File: src/hw/rtl/dsv_pkg.sv
// date string validator package: result codes, field limits, state record
// and the small arithmetic helpers shared by the field and verdict modules
// no dependencies
package dsv_pkg;

    localparam int unsigned DAY_W   = 7;
    localparam int unsigned MONTH_W = 7;
    localparam int unsigned YEAR_W  = 12;
    localparam int unsigned MOD25_W = 5;

    localparam logic [DAY_W-1:0]   DAY_MAX   = 7'd127;
    localparam logic [MONTH_W-1:0] MONTH_MAX = 7'd127;
    localparam logic [YEAR_W-1:0]  YEAR_MAX  = 12'd4095;

    // residue of the saturated year, worked out at elaboration
    localparam logic [MOD25_W-1:0] YEAR_SAT_MOD25 = MOD25_W'(4095 % 25);

    localparam logic [YEAR_W-1:0] MIN_YEAR_RST = 12'd1900;
    localparam logic [YEAR_W-1:0] MAX_YEAR_RST = 12'd2100;

    localparam logic [7:0] CH_SLASH = 8'h2F;
    localparam logic [7:0] CH_ZERO  = 8'h30;
    localparam logic [7:0] CH_NINE  = 8'h39;

    typedef logic [2:0] t_status;
    localparam t_status ST_OK    = 3'd0;
    localparam t_status ST_FMT   = 3'd1;
    localparam t_status ST_YEAR  = 3'd2;
    localparam t_status ST_MONTH = 3'd3;
    localparam t_status ST_DAY   = 3'd4;

    localparam logic CFG_MIN_YEAR = 1'b0;
    localparam logic CFG_MAX_YEAR = 1'b1;

    localparam logic [1:0] FIELD_DAY   = 2'd0;
    localparam logic [1:0] FIELD_MONTH = 2'd1;
    localparam logic [1:0] FIELD_YEAR  = 2'd2;

    typedef struct packed {
        logic [1:0]         field_index;
        logic [DAY_W-1:0]   day_value;
        logic [MONTH_W-1:0] month_value;
        logic [YEAR_W-1:0]  year_value;
        logic [MOD25_W-1:0] year_mod25;
        logic [2:0]         field_nonempty;
        logic               format_bad;
    } t_date_state;

    // v*10 + d saturating at 127, for day and month
    function automatic logic [6:0] acc7(input logic [6:0] v, input logic [3:0] d);
        logic [10:0] s;
        s = {4'b0, v} * 11'd10 + {7'b0, d};
        return (s > 11'd127) ? 7'd127 : s[6:0];
    endfunction

    // residue mod 25 of a value below 250, by reciprocal multiply
    function automatic logic [4:0] mod25_8(input logic [7:0] v);
        logic [13:0] p;
        logic [3:0]  q;
        logic [7:0]  r;
        p = {6'b0, v} * 14'd41;
        q = p[13:10];
        r = v - 8'({4'b0, q} * 8'd25);
        return r[4:0];
    endfunction

    function automatic logic [4:0] month_length(input logic [6:0] m, input logic leap);
        logic [4:0] len;
        len = 5'd31;
        if (m == 7'd4 || m == 7'd6 || m == 7'd9 || m == 7'd11) begin
            len = 5'd30;
        end else if (m == 7'd2) begin
            len = leap ? 5'd29 : 5'd28;
        end
        return len;
    endfunction

endpackage

File: src/hw/rtl/dsv_fields.sv
// date string validator field tracker: slash count, saturating field values,
// year residue mod 25 and format flags; depends on dsv_pkg
module dsv_fields import dsv_pkg::*; (
    input  logic        i_clk,
    input  logic        i_rst_n,
    input  logic        i_step,
    input  logic [7:0]  i_char,
    input  logic        i_last,
    output t_date_state o_next
);

    t_date_state r_st;
    t_date_state n_st;

    logic        is_slash;
    logic        is_digit;
    logic [3:0]  digit;
    logic [15:0] year_sum;
    logic [7:0]  mod_sum;

    assign is_slash = (i_char == CH_SLASH);
    assign is_digit = (i_char >= CH_ZERO) && (i_char <= CH_NINE);
    assign digit    = 4'(i_char - CH_ZERO);
    assign year_sum = {4'b0, r_st.year_value} * 16'd10 + {12'b0, digit};
    assign mod_sum  = {3'b0, r_st.year_mod25} * 8'd10 + {4'b0, digit};

    always_comb begin
        n_st = r_st;
        if (is_slash) begin
            if (r_st.field_index != FIELD_YEAR) begin
                n_st.field_index = r_st.field_index + 2'd1;
            end else begin
                n_st.format_bad = 1'b1;
            end
        end else if (is_digit) begin
            unique case (r_st.field_index)
                FIELD_DAY:   n_st.day_value   = acc7(r_st.day_value, digit);
                FIELD_MONTH: n_st.month_value = acc7(r_st.month_value, digit);
                default: begin
                    if (year_sum > {4'b0, YEAR_MAX}) begin
                        n_st.year_value = YEAR_MAX;
                        n_st.year_mod25 = YEAR_SAT_MOD25;
                    end else begin
                        n_st.year_value = year_sum[11:0];
                        n_st.year_mod25 = mod25_8(mod_sum);
                    end
                end
            endcase
            n_st.field_nonempty = r_st.field_nonempty | (3'b001 << r_st.field_index);
        end else begin
            n_st.format_bad = 1'b1;
        end
    end

    assign o_next = n_st;

    always_ff @(posedge i_clk) begin
        if (!i_rst_n) begin
            r_st <= '0;
        end else if (i_step) begin
            if (i_last) begin
                r_st <= '0;
            end else begin
                r_st <= n_st;
            end
        end
    end

endmodule

File: src/hw/rtl/dsv_verdict.sv
// date string validator verdict: format, year, month and day checks in
// priority order with gregorian leap rule; depends on dsv_pkg
module dsv_verdict import dsv_pkg::*; (
    input  t_date_state        i_st,
    input  logic [YEAR_W-1:0]  i_min_year,
    input  logic [YEAR_W-1:0]  i_max_year,
    output t_status            o_status
);

    logic div4;
    logic div25;
    logic leap;
    logic [4:0] mlen;

    // divisible by 100 is div4 and div25, by 400 is div16 and div25
    assign div4  = (i_st.year_value[1:0] == 2'b00);
    assign div25 = (i_st.year_mod25 == '0);
    assign leap  = (div25 && i_st.year_value[3:0] == 4'b0000) || (div4 && !div25);
    assign mlen  = month_length(i_st.month_value, leap);

    always_comb begin
        priority if (i_st.format_bad || i_st.field_index != FIELD_YEAR
                     || i_st.field_nonempty != 3'b111) begin
            o_status = ST_FMT;
        end else if (i_st.year_value < i_min_year || i_st.year_value > i_max_year) begin
            o_status = ST_YEAR;
        end else if (i_st.month_value == '0 || i_st.month_value > 7'd12) begin
            o_status = ST_MONTH;
        end else if (i_st.day_value == '0 || i_st.day_value > {2'b0, mlen}) begin
            o_status = ST_DAY;
        end else begin
            o_status = ST_OK;
        end
    end

endmodule

File: src/hw/rtl/date_string_validator_core.sv
// date string validator top level: input register, field tracker, verdict
// logic and result register; depends on dsv_pkg, dsv_fields, dsv_verdict
//
// takes a day/month/year date string one ascii character per request, the
// final character flagged by i_is_last, and returns one status per string:
// ok, format error, year outside [min_year, max_year], month outside 1..12 or
// day beyond the month length (gregorian leap years). characters that are not
// last give no result. throughput is one character per clock unless a final
// character stalls: the character is held in an input register, the field
// update and all checks are combinational, and a string's status lands in
// an output register once its last character leaves the input register, and
// waits there until the output side collects it.
// non-final characters keep flowing while a status waits to be collected;
// only a final character is held in the input register until the previous
// status has gone. year limits are written through the plain config port
// (index 0 min_year, index 1 max_year), by the user only while no string is
// in flight (not enforced by the block); both reset to 1900 and 2100
module date_string_validator_core import dsv_pkg::*; (
    input  logic        i_clk,
    input  logic        i_rst_n,
    // character requests
    input  logic        i_in_valid,
    output logic        o_in_ready,
    input  logic [7:0]  i_char_code,
    input  logic        i_is_last,
    // status results
    output logic        o_out_valid,
    input  logic        i_out_ready,
    output logic [2:0]  o_status,
    // configuration writes
    input  logic        i_cfg_we,
    input  logic        i_cfg_index,
    input  logic [11:0] i_cfg_data
);

    // year limit registers
    logic [YEAR_W-1:0] r_min_year;
    logic [YEAR_W-1:0] r_max_year;

    always_ff @(posedge i_clk) begin
        if (!i_rst_n) begin
            r_min_year <= MIN_YEAR_RST;
            r_max_year <= MAX_YEAR_RST;
        end else if (i_cfg_we) begin
            unique case (i_cfg_index)
                CFG_MIN_YEAR: r_min_year <= i_cfg_data;
                default:      r_max_year <= i_cfg_data;
            endcase
        end
    end

    // input register
    logic       r_in_valid;
    logic [7:0] r_in_char;
    logic       r_in_last;
    logic       s1_adv;

    // a non-final character always moves on, a final one needs a free result slot
    assign s1_adv     = r_in_valid && (!r_in_last || !o_out_valid || i_out_ready);
    assign o_in_ready = !r_in_valid || s1_adv;

    always_ff @(posedge i_clk) begin
        if (!i_rst_n) begin
            r_in_valid <= 1'b0;
        end else if (o_in_ready) begin
            r_in_valid <= i_in_valid;
        end
    end

    always_ff @(posedge i_clk) begin
        if (i_in_valid && o_in_ready) begin
            r_in_char <= i_char_code;
            r_in_last <= i_is_last;
        end
    end

    // field tracking and verdict
    t_date_state st_next;
    t_status     status_next;

    dsv_fields u_fields (
        .i_clk   (i_clk),
        .i_rst_n (i_rst_n),
        .i_step  (s1_adv),
        .i_char  (r_in_char),
        .i_last  (r_in_last),
        .o_next  (st_next)
    );

    dsv_verdict u_verdict (
        .i_st       (st_next),
        .i_min_year (r_min_year),
        .i_max_year (r_max_year),
        .o_status   (status_next)
    );

    // result register
    logic    r_out_valid;
    logic    n_out_valid;
    t_status r_status;
    logic    res_load;

    assign res_load    = s1_adv && r_in_last;
    assign n_out_valid = (r_out_valid && !i_out_ready) || res_load;

    always_ff @(posedge i_clk) begin
        if (!i_rst_n) begin
            r_out_valid <= 1'b0;
        end else begin
            r_out_valid <= n_out_valid;
        end
    end

    always_ff @(posedge i_clk) begin
        if (res_load) begin
            r_status <= status_next;
        end
    end

    assign o_out_valid = r_out_valid;
    assign o_status    = r_status;

    // a fresh result only follows a final character leaving the input register
    a_result_from_last: assert property (@(posedge i_clk) disable iff (!i_rst_n)
        (r_out_valid && !$past(r_out_valid)) |-> $past(r_in_valid && r_in_last))
        else $error("result appeared without a final character");

    // a stalled final character keeps its place
    a_input_hold: assert property (@(posedge i_clk) disable iff (!i_rst_n)
        (r_in_valid && !s1_adv) |=> (r_in_valid && $stable(r_in_char) && $stable(r_in_last)))
        else $error("input register lost a stalled character");

    // slash count never passes the year field
    a_field_index: assert property (@(posedge i_clk) disable iff (!i_rst_n)
        st_next.field_index != 2'd3)
        else $error("field index out of range");

    // only defined status codes leave the block
    a_status_code: assert property (@(posedge i_clk) disable iff (!i_rst_n)
        r_out_valid |-> (r_status <= ST_DAY))
        else $error("undefined status code");

endmodule
File: config.mk
export PLATFORM = sky130hd
export DESIGN_NAME = date_string_validator_core
export DESIGN_NICKNAME = d
export VERILOG_FILES = /design/src/hw/rtl/dsv_pkg.sv /design/src/hw/rtl/dsv_fields.sv /design/src/hw/rtl/dsv_verdict.sv /design/src/hw/rtl/date_string_validator_core.sv
export SDC_FILE = /design/constraint.sdc
export NUM_CORES = 1
export LEC_CHECK = 0
export BUFFER_PORTS_ARGS = -buffer_cell sky130_fd_sc_hd__buf_2
export CAP_MARGIN = 20
export CORE_ASPECT_RATIO = 0.7
export CORE_UTILIZATION = 55
export CTS_CLUSTER_DIAMETER = 120
export CTS_CLUSTER_SIZE = 14
export DETAILED_ROUTE_END_ITERATION = 7
export PLACE_DENSITY = 0.73
export SYNTH_ARGS = -nofsm -noshare
export SYNTH_HDL_FRONTEND = slang
export SYNTH_SLANG_ARGS = --single-unit
File: constraint.sdc
create_clock -name i_clk -period 10.93 [get_ports i_clk]
set_clock_uncertainty 0.05 [all_clocks]
set_input_delay 2.7325 -clock i_clk [delete_from_list [all_inputs] [get_ports i_clk]]
set_output_delay 2.7325 -clock i_clk [all_outputs]
set_load 0.005 [all_outputs]
== Word-level counts from Yosys, hierarchy flattened ==
Index checks and enable logic that the tools add are counted.

* Memories kept: 0
* Bits in latches: 0
* Logic and storage cells: 105
* RAM bits: 0
* Output and inout port bits: 5
* ROM bits: 0
* Flip-flop bits (word level): 75

* Div/mod/pow operators: 0
* Multipliers: 6
* $lt $le $gt $ge: 9
* Shift operators: 1
* Muxes and demuxes: 20
* Bitwise gates (word level): 2
* Add/sub/neg operators: 7
* Equality and inequality tests: 10
* Reductions and logical operators: 35

{| class="wikitable"
|+ Operator list
! kind !! count
|-
| 34-bit two-way mux || 2
|-
| 37-bit two-way mux || 1
|-
| 17-bit two-way mux || 2
|-
| 7-bit two-way mux || 4
|-
| 11-bit by 4-bit adder with 11-bit output || 2
|-
| 11-bit by 7-bit greater-than comparator with 1-bit output (second input constant) || 2
|-
| 7-bit by 3-bit multiplier with 10-bit output (second input constant) || 2
|-
| 16-bit by 4-bit adder with 16-bit output || 1
|-
| 16-bit by 12-bit greater-than comparator with 1-bit output (second input constant) || 1
|-
| 12-bit by 3-bit multiplier with 15-bit output (second input constant) || 1
|-
| 7-bit by 3-bit == test with 1-bit output (second input constant) || 2
|-
| 7-bit by 4-bit == test with 1-bit output (second input constant) || 2
|-
| 7-bit zero test || 2
|-
| 8-bit by 6-bit multiplier with 14-bit output (second input constant) || 1
|-
| 1-bit logical OR || 13
|-
| 12-bit greater-than comparator || 1
|-
| 12-bit < comparator || 1
|-
| 5-bit two-way mux || 2
|-
| 8-bit by 4-bit adder with 8-bit output || 1
|-
| 8-bit by 6-bit == test with 1-bit output (second input constant) || 1
|-
| 8-bit by 6-bit greater-or-equal comparator with 1-bit output (second input constant) || 1
|-
| 8-bit by 6-bit less-or-equal comparator with 1-bit output (second input constant) || 1
|-
| 2-bit two-way mux || 4
|-
| 7-bit by 2-bit == test with 1-bit output (second input constant) || 1
|-
| other kinds (23) || 39
|}

== Logic depth before layout (Yosys ltp) ==
* Depth after elaboration: 21
* Depth in mapped cells: 36

== By module ==
A second synthesis with hierarchy kept.

* Cell total of the unflattened synthesis: 740
* Area total of the unflattened synthesis: 6512.5 sq um

{| class="wikitable"
|+ By module, submodules not included
! module !! area each (sq um) !! times used !! cells an instance !! seq. area each (sq um)
|-
| dsv_fields || 4401.7 || 1 || 498 || 740.7
|-
| date_string_validator_core || 1326.3 || 1 || 130 || 880.8
|-
| dsv_verdict || 784.5 || 1 || 112 || 0.0
|}

== Worst setup path after synthesis ==
OpenSTA, ideal clock, no wires.

* Path type: reg-to-reg
* Start point: register u_fields.r_st[5] in the netlist's numbering
* End point: register r_status[2] (netlist: o_status[2]) (data pin)
* Library setup time: 190 ps
* Path buffers: 0
* Clock period less this slack: 7265 ps
* Slack: 3665 ps
* Arrival: 7025 ps
* Cell stages (with the launch flop): 33
* Path through: dfxtp_1 > ha_1 > ha_1 > fa_1 > nand2_1 > nor2_1 > xor2_1 > fa_1 > ha_1 > ha_1 > nand4_1 > o21ai_0 > a31oi_1 > xnor2_1 > ha_1 > inv_1 > fa_1 > inv_1 > fa_1 > nor2b_1 > nor3b_1 > xnor2_1 > xnor2_1 > xnor2_1 > xnor2_1 > a31oi_1 > a2111oi_4 > nor3_1 > ha_1 > a221o_1 > a21oi_1 > mux2i_1 > a2111oi_2

* Word-level cells in the longest chain between the ends: 19

{| class="wikitable"
|+ RTL lines
! element !! line !! source
|-
| start, declared || dsv_fields.sv:12 || <nowiki>t_date_state r_st;</nowiki>
|-
| start signal, assigned || dsv_fields.sv:64 || <nowiki>r_st <= n_st;</nowiki>
|-
| 5-bit by 3-bit multiplier with 7-bit output || dsv_fields.sv:25 || <nowiki>assign mod_sum = {3'b0, r_st.year_mod25} * 8'd10 + {4'b0, digit};</nowiki>
|-
| 8-bit by 4-bit adder with 8-bit output || dsv_fields.sv:25 ||
|-
| 8-bit by 6-bit multiplier with 14-bit output || dsv_pkg.sv:61 || <nowiki>p = {6'b0, v} * 14'd41;</nowiki>
|-
| 4-bit by 5-bit multiplier with 5-bit output || dsv_pkg.sv:63 || <nowiki>r = v - 8'({4'b0, q} * 8'd25);</nowiki>
|-
| 5-bit subtractor || dsv_pkg.sv:63 ||
|-
| 17-bit two-way mux || dsv_fields.sv:40 || <nowiki>if (year_sum > {4'b0, YEAR_MAX}) begin</nowiki>
|-
| 17-bit two-way mux || dsv_fields.sv:36 || <nowiki>unique case (r_st.field_index)</nowiki>
|-
| 34-bit two-way mux || dsv_fields.sv:35 || <nowiki>end else if (is_digit) begin</nowiki>
|-
| [3 not listed] || n/a ||
|-
| 1-bit logical AND || dsv_verdict.sv:18 || <nowiki>assign leap = (div25 && i_st.year_value[3:0] == 4'b0000) || (div4 && !div25);</nowiki>
|-
| 1-bit logical OR * || dsv_verdict.sv:18 ||
|-
| 1-bit two-way mux * || dsv_pkg.sv:73 || <nowiki>len = leap ? 5'd29 : 5'd28;</nowiki>
|-
| 5-bit two-way mux * || dsv_pkg.sv:72 || <nowiki>end else if (m == 7'd2) begin</nowiki>
|-
| 5-bit two-way mux * || dsv_pkg.sv:70 || <nowiki>if (m == 7'd4 || m == 7'd6 || m == 7'd9 || m == 7'd11) begin</nowiki>
|-
| 7-bit by 5-bit greater-than comparator with 1-bit output * || dsv_verdict.sv:29 || <nowiki>end else if (i_st.day_value == '0 || i_st.day_value > {2'b0, mlen}) begin</nowiki>
|-
| 1-bit logical OR * || dsv_verdict.sv:29 ||
|-
| 3-bit two-way mux * || dsv_verdict.sv:29 ||
|-
| end signal, assigned || date_string_validator_core.sv:116 || <nowiki>r_status <= status_next;</nowiki>
|-
| end, declared || date_string_validator_core.sv:100 || <nowiki>t_status r_status;</nowiki>
|}

Mark *: on every way between the ends. The rest lies on a longest branch, timed or not.
A chain may end at the register's enable or synchronous reset.

== Worst setup path in the final report ==
* Start point: register r_in_char[2]
* End point: register r_status[2] (netlist: o_status[2]) (data pin)

* Word-level cells in the longest chain between the ends: 19

{| class="wikitable"
|+ RTL lines
! element !! line !! source
|-
| start, declared || date_string_validator_core.sv:54 || <nowiki>logic [7:0] r_in_char;</nowiki>
|-
| start signal, assigned || date_string_validator_core.sv:72 || <nowiki>r_in_char <= i_char_code;</nowiki>
|-
| 4-bit by 1-bit subtractor with 4-bit output || dsv_fields.sv:23 || <nowiki>assign digit = 4'(i_char - CH_ZERO);</nowiki>
|-
| 8-bit by 4-bit adder with 8-bit output || dsv_fields.sv:25 ||
|-
| 8-bit by 6-bit multiplier with 14-bit output || dsv_pkg.sv:61 ||
|-
| 4-bit by 5-bit multiplier with 5-bit output || dsv_pkg.sv:63 ||
|-
| 5-bit subtractor || dsv_pkg.sv:63 ||
|-
| 17-bit two-way mux || dsv_fields.sv:40 ||
|-
| 17-bit two-way mux || dsv_fields.sv:36 ||
|-
| 34-bit two-way mux || dsv_fields.sv:35 ||
|-
| [3 not listed] || n/a ||
|-
| 1-bit logical AND || dsv_verdict.sv:18 ||
|-
| 1-bit logical OR || dsv_verdict.sv:18 ||
|-
| 1-bit two-way mux || dsv_pkg.sv:73 ||
|-
| 5-bit two-way mux || dsv_pkg.sv:72 ||
|-
| 5-bit two-way mux || dsv_pkg.sv:70 ||
|-
| 7-bit by 5-bit greater-than comparator with 1-bit output || dsv_verdict.sv:29 ||
|-
| 1-bit logical OR || dsv_verdict.sv:29 ||
|-
| 3-bit two-way mux || dsv_verdict.sv:29 ||
|}

Several ways; a longest one is shown, not always the timed one.

==> impl_summary.log <==
INFO  metric crit_path_max_delay_family = adder cells
INFO  metric totalNegativeSetupSlack = 0 ns
INFO  metric timing_worst_setup_path_type = reg2reg
INFO  metric final_layout_size_suffix_gt1_share = 10.4%
INFO  metric report.final.slew_viol_count = 0
INFO  metric crit_required = roughly 11 ns
INFO  metric hpwlAfterDp = between 10000 and 15000 µm
INFO  metric globalplace.congestion = 0.876
INFO  metric top_usage_layer = met2
INFO  metric sequential_cell_area = 1620 µm²
INFO  metric num_io_pins = 32
INFO  metric layout-area-overhead-vs-synth = 8.79%
INFO  metric post-route-period-util = 75.8%
INFO  metric grt_max_degree = 54
INFO  metric fp.dieArea = 13200 µm²
INFO  metric path_max_fanout = 10
INFO  metric groute.layer.met3.usage = 4.53%
INFO  metric syn_area = 6990 µm²
INFO  metric starting_utilization_of_the_core_area = 56.2%
INFO  metric clk_root_buffer_cell = clkbuf_16
INFO  metric number_of_antenna_diodes = 0
INFO  metric final_design_area_no_fill = 7600 µm²
INFO  metric layout_common_cells = ha_1 (119), nand2_1 (74), dfxtp_1 (63), inv_1 (57), nor2_1 (49)
INFO  metric wire_length_of_the_first_global_routing_pass = 28400 µm
INFO  metric fin_hold_ws = 0.427 ns
INFO  metric floorplan.rows = 34
INFO  metric drtIter0Drc = 447
INFO  metric pwr_density_cell = ~94 nW/µm²
INFO  metric globalRouteMet2Util = 44.3%
INFO  metric start_kind = register
INFO  metric numCtsBuffers = 9
INFO  metric max-clock-path-buffers = 2
INFO  metric count_of_buffers_added_by_post_cts_timing_repair_for_setup = 0
INFO  metric ys_warns = 0
INFO  metric grt_setup_unrepaired = no
INFO  metric crit_path_end_kind = register
INFO  metric ys_types = 80
INFO  metric top_ff_cell_synth = dfxtp_1
INFO  metric report.power.total = 0.000713 W
INFO  metric number_of_flops_mapped_to_enable_cells_by_yosys = 12
INFO  metric post_dp_cell_area = ~7200 µm²
INFO  metric postSynthRegisterBits = 75
INFO  metric detail-route-antenna-nets = 0
INFO  metric routedWlPerCell = ~17 µm
INFO  metric critPathArrivalTime = 8.37 ns
INFO  metric post_cts_resized = 0
INFO  metric cts-htree-levels = 3
INFO  metric ys_seq_area_share = 23.2%
INFO  metric static-leakage-power = 3.56 nW
INFO  metric irDropWorstVdd = ~0.073 mV
INFO  metric number_of_antenna_violations_at_the_first_check_in_global_routing = 0
INFO  metric final_core_utilization = about 61%
INFO  metric worst_hold_path_type = reg2reg
INFO  metric startpoint = r_in_char[2]$_DFFE_PP_
INFO  metric vias_per_cell = 6.06
INFO  metric clock_pin_slew_on_the_worst_setup_and_hold_paths = 0.06 ns
INFO  metric multiInputGateArea = 5030 µm²
INFO  metric post_synth.cell_area_avg = roughly 9 µm²
INFO  metric synthesis.nets = 954
INFO  metric overflow = 0
INFO  metric fp.dieW = 137 µm
INFO  metric headroom_to_the_max_slew_limit = 35.4%
INFO  metric gr-usage-all-layers = 27.6%
INFO  metric clock_latency = 0.34 ns
INFO  metric core-area = 12400 µm²
INFO  metric worstHoldStart = u_fields.r_st[2]$_SDFFE_PN0P_
INFO  metric final_hold_violations = 0
INFO  metric achievable-frequency = 121 MHz
INFO  metric first_global_vias = 5860
INFO  metric crit_buf_inv = 4
INFO  metric timing.rr.start = r_in_char[2]$_DFFE_PP_
INFO  metric async_flop_share = 0%
INFO  metric nFillCells = 1029
INFO  metric cpPeakStageDelay = between 0.7 and 0.8 ns
INFO  metric layout.cells.most_common = ha_1
INFO  metric synthesis.instances = 797
INFO  metric first_pass_iters = 5
INFO  metric result_of_the_run = completed
INFO  metric die_y = roughly 96 µm
INFO  metric drt-total-wl = 16800 µm
INFO  metric tritoncts = done
INFO  metric final_critical_delay_including_setup_and_external_delays = 8.28 ns
INFO  metric clkSinkCount = 75
INFO  metric crit_slowest_cell = edfxtp_1
INFO  metric dr_total_vias = roughly 6000
INFO  metric drv.max_cap_violation_count = 0
INFO  metric max_slew.worst_pin.slew = 0.964 ns
INFO  metric final_nets = 973
INFO  metric gr-usage-met1 = 38.1%
INFO  metric placement.io_buffers = 31
INFO  metric setup_viol = 0
INFO  metric drt_drc_violations_left = 0
INFO  metric hold_buffers = 0
-- power breakdown --
part | switching [W] | internal [W]
logic | 0.0000351 | 0.0000229
clock network | 0.000122 | 0.000238
registers | 0.00000693 | 0.000288
total | 0.000164 | 0.000549
-- kinds of logic (layout without fill, tap and decap cells) --
kind of cell,after synthesis,count (layout),share of synthesized area (%)
XOR/XNOR,49,49,6.14
AND/OR/NAND/NOR,232,232,16.7
buffers and inverters,82,106,4.84
AO/OA/AOI/OAI,224,224,23.5
adder cells (fa/ha/maj),130,130,24.5
multiplexers,5,5,1.09
flip-flops,75,75,23.2
-- final cells by class --
| class | instances | share of cell area [%] |
|---|---|---|
| Clock buffer | 11 | 3.34 |
| Tap cell | 162 | 2.67 |
| Inverter | 57 | 2.82 |
| Multi-Input combinational cell | 640 | 66.1 |
| Timing Repair Buffer | 33 | 2.29 |
| Clock inverter | 5 | 1.42 |
| Sequential cell | 75 | 21.3 |
-- layer usage --
metal  wire, µm  part of all wire [%]  vias up
met3        959                   5.7       28
li1           -                     -     2919
met2       7390                    44      186
met4        238                   1.4        0
met1       8220                    49     2826
met5          0                     0        -
-- sequential cells by signal (all words and copies together), names as in the netlist --
register and count:
r_min_year 12, o_status 3, r_in_valid 1, r_in_last 1, r_in_char 8, r_max_year 12
u_fields.r_st 37, o_out_valid 1
-- path summary, 6_finish.rpt --
kind | slack, ns | cells after the start | to
min | 0.43 | 2 | u_fields.r_st[2]$_SDFFE_PN0P_
min reg2reg | 0.43 | 2 | u_fields.r_st[2]$_SDFFE_PN0P_
max | 2.65 | 31 | o_status[2]$_SDFFCE_PP0P_
max reg2reg | 2.65 | 31 | o_status[2]$_SDFFCE_PP0P_
-- worst reg2reg max path: cells and delay by family (launching register included) --
family	cells	cell delay, ns
fa+ha+maj	9	3.37
compound gates	7	1.65
xor+xnor	6	1.43
flops	1	0.72
simple gates	4	0.40
buf+inv	4	0.37
mux	1	0.10
-- synth_stat cells (3+ instances only) --
| master | instances | area (µm²) |
|---|---|---|
| nor4_1 | 4 | 25.0 |
| fa_1 | 11 | 220 |
| o2111ai_1 | 4 | 35.0 |
| nand4_1 | 8 | 50.1 |
| a31oi_1 | 7 | 43.8 |
| buf_1 | 3 | 11.3 |
| o21ai_0 | 37 | 185 |
| nor2_1 | 49 | 184 |
| and2_1 | 15 | 93.8 |
| a32oi_1 | 6 | 52.6 |
| a31o_2 | 3 | 26.3 |
| xor2_1 | 21 | 184 |
| a21o_1 | 23 | 173 |
| o21ai_1 | 4 | 20.0 |
| ha_1 | 119 | 1490 |
| nor3b_1 | 4 | 30.0 |
| o21a_1 | 5 | 37.5 |
| a21boi_0 | 16 | 120 |
| and3_1 | 4 | 25.0 |
| o21bai_1 | 7 | 52.6 |
| nand2_1 | 74 | 278 |
| a21oi_2 | 8 | 70.1 |
| dfxtp_1 | 63 | 1260 |
| a211o_1 | 3 | 26.3 |
| nand3_1 | 6 | 30.0 |
| inv_1 | 57 | 214 |
| buf_2 | 3 | 15.0 |
| xnor2_1 | 28 | 245 |
| a211oi_1 | 6 | 45.0 |
| o211ai_1 | 13 | 97.6 |
| o22ai_1 | 5 | 31.3 |
| a22o_1 | 10 | 87.6 |
| edfxtp_1 | 12 | 360 |
| clkbuf_1 | 15 | 56.3 |
| a21oi_1 | 40 | 200 |
| a22oi_1 | 4 | 30.0 |
| nor3_1 | 16 | 80.1 |
| nor2b_1 | 20 | 125 |
| nand2b_1 | 11 | 68.8 |
| or2_2 | 4 | 25.0 |
-- metrics by stage --
| step | std cells | setup slack, ns |
|---|---|---|
| after floorplan | 797 | 3.67 |
| after detailed placement | 967 | 2.77 |
| after global placement | 966 | 3.17 |
| after CTS | 983 | 2.67 |
| final | 983 | 2.65 |
| after global routing | 983 | 2.16 |
Power figures use the tool's default switching activity.
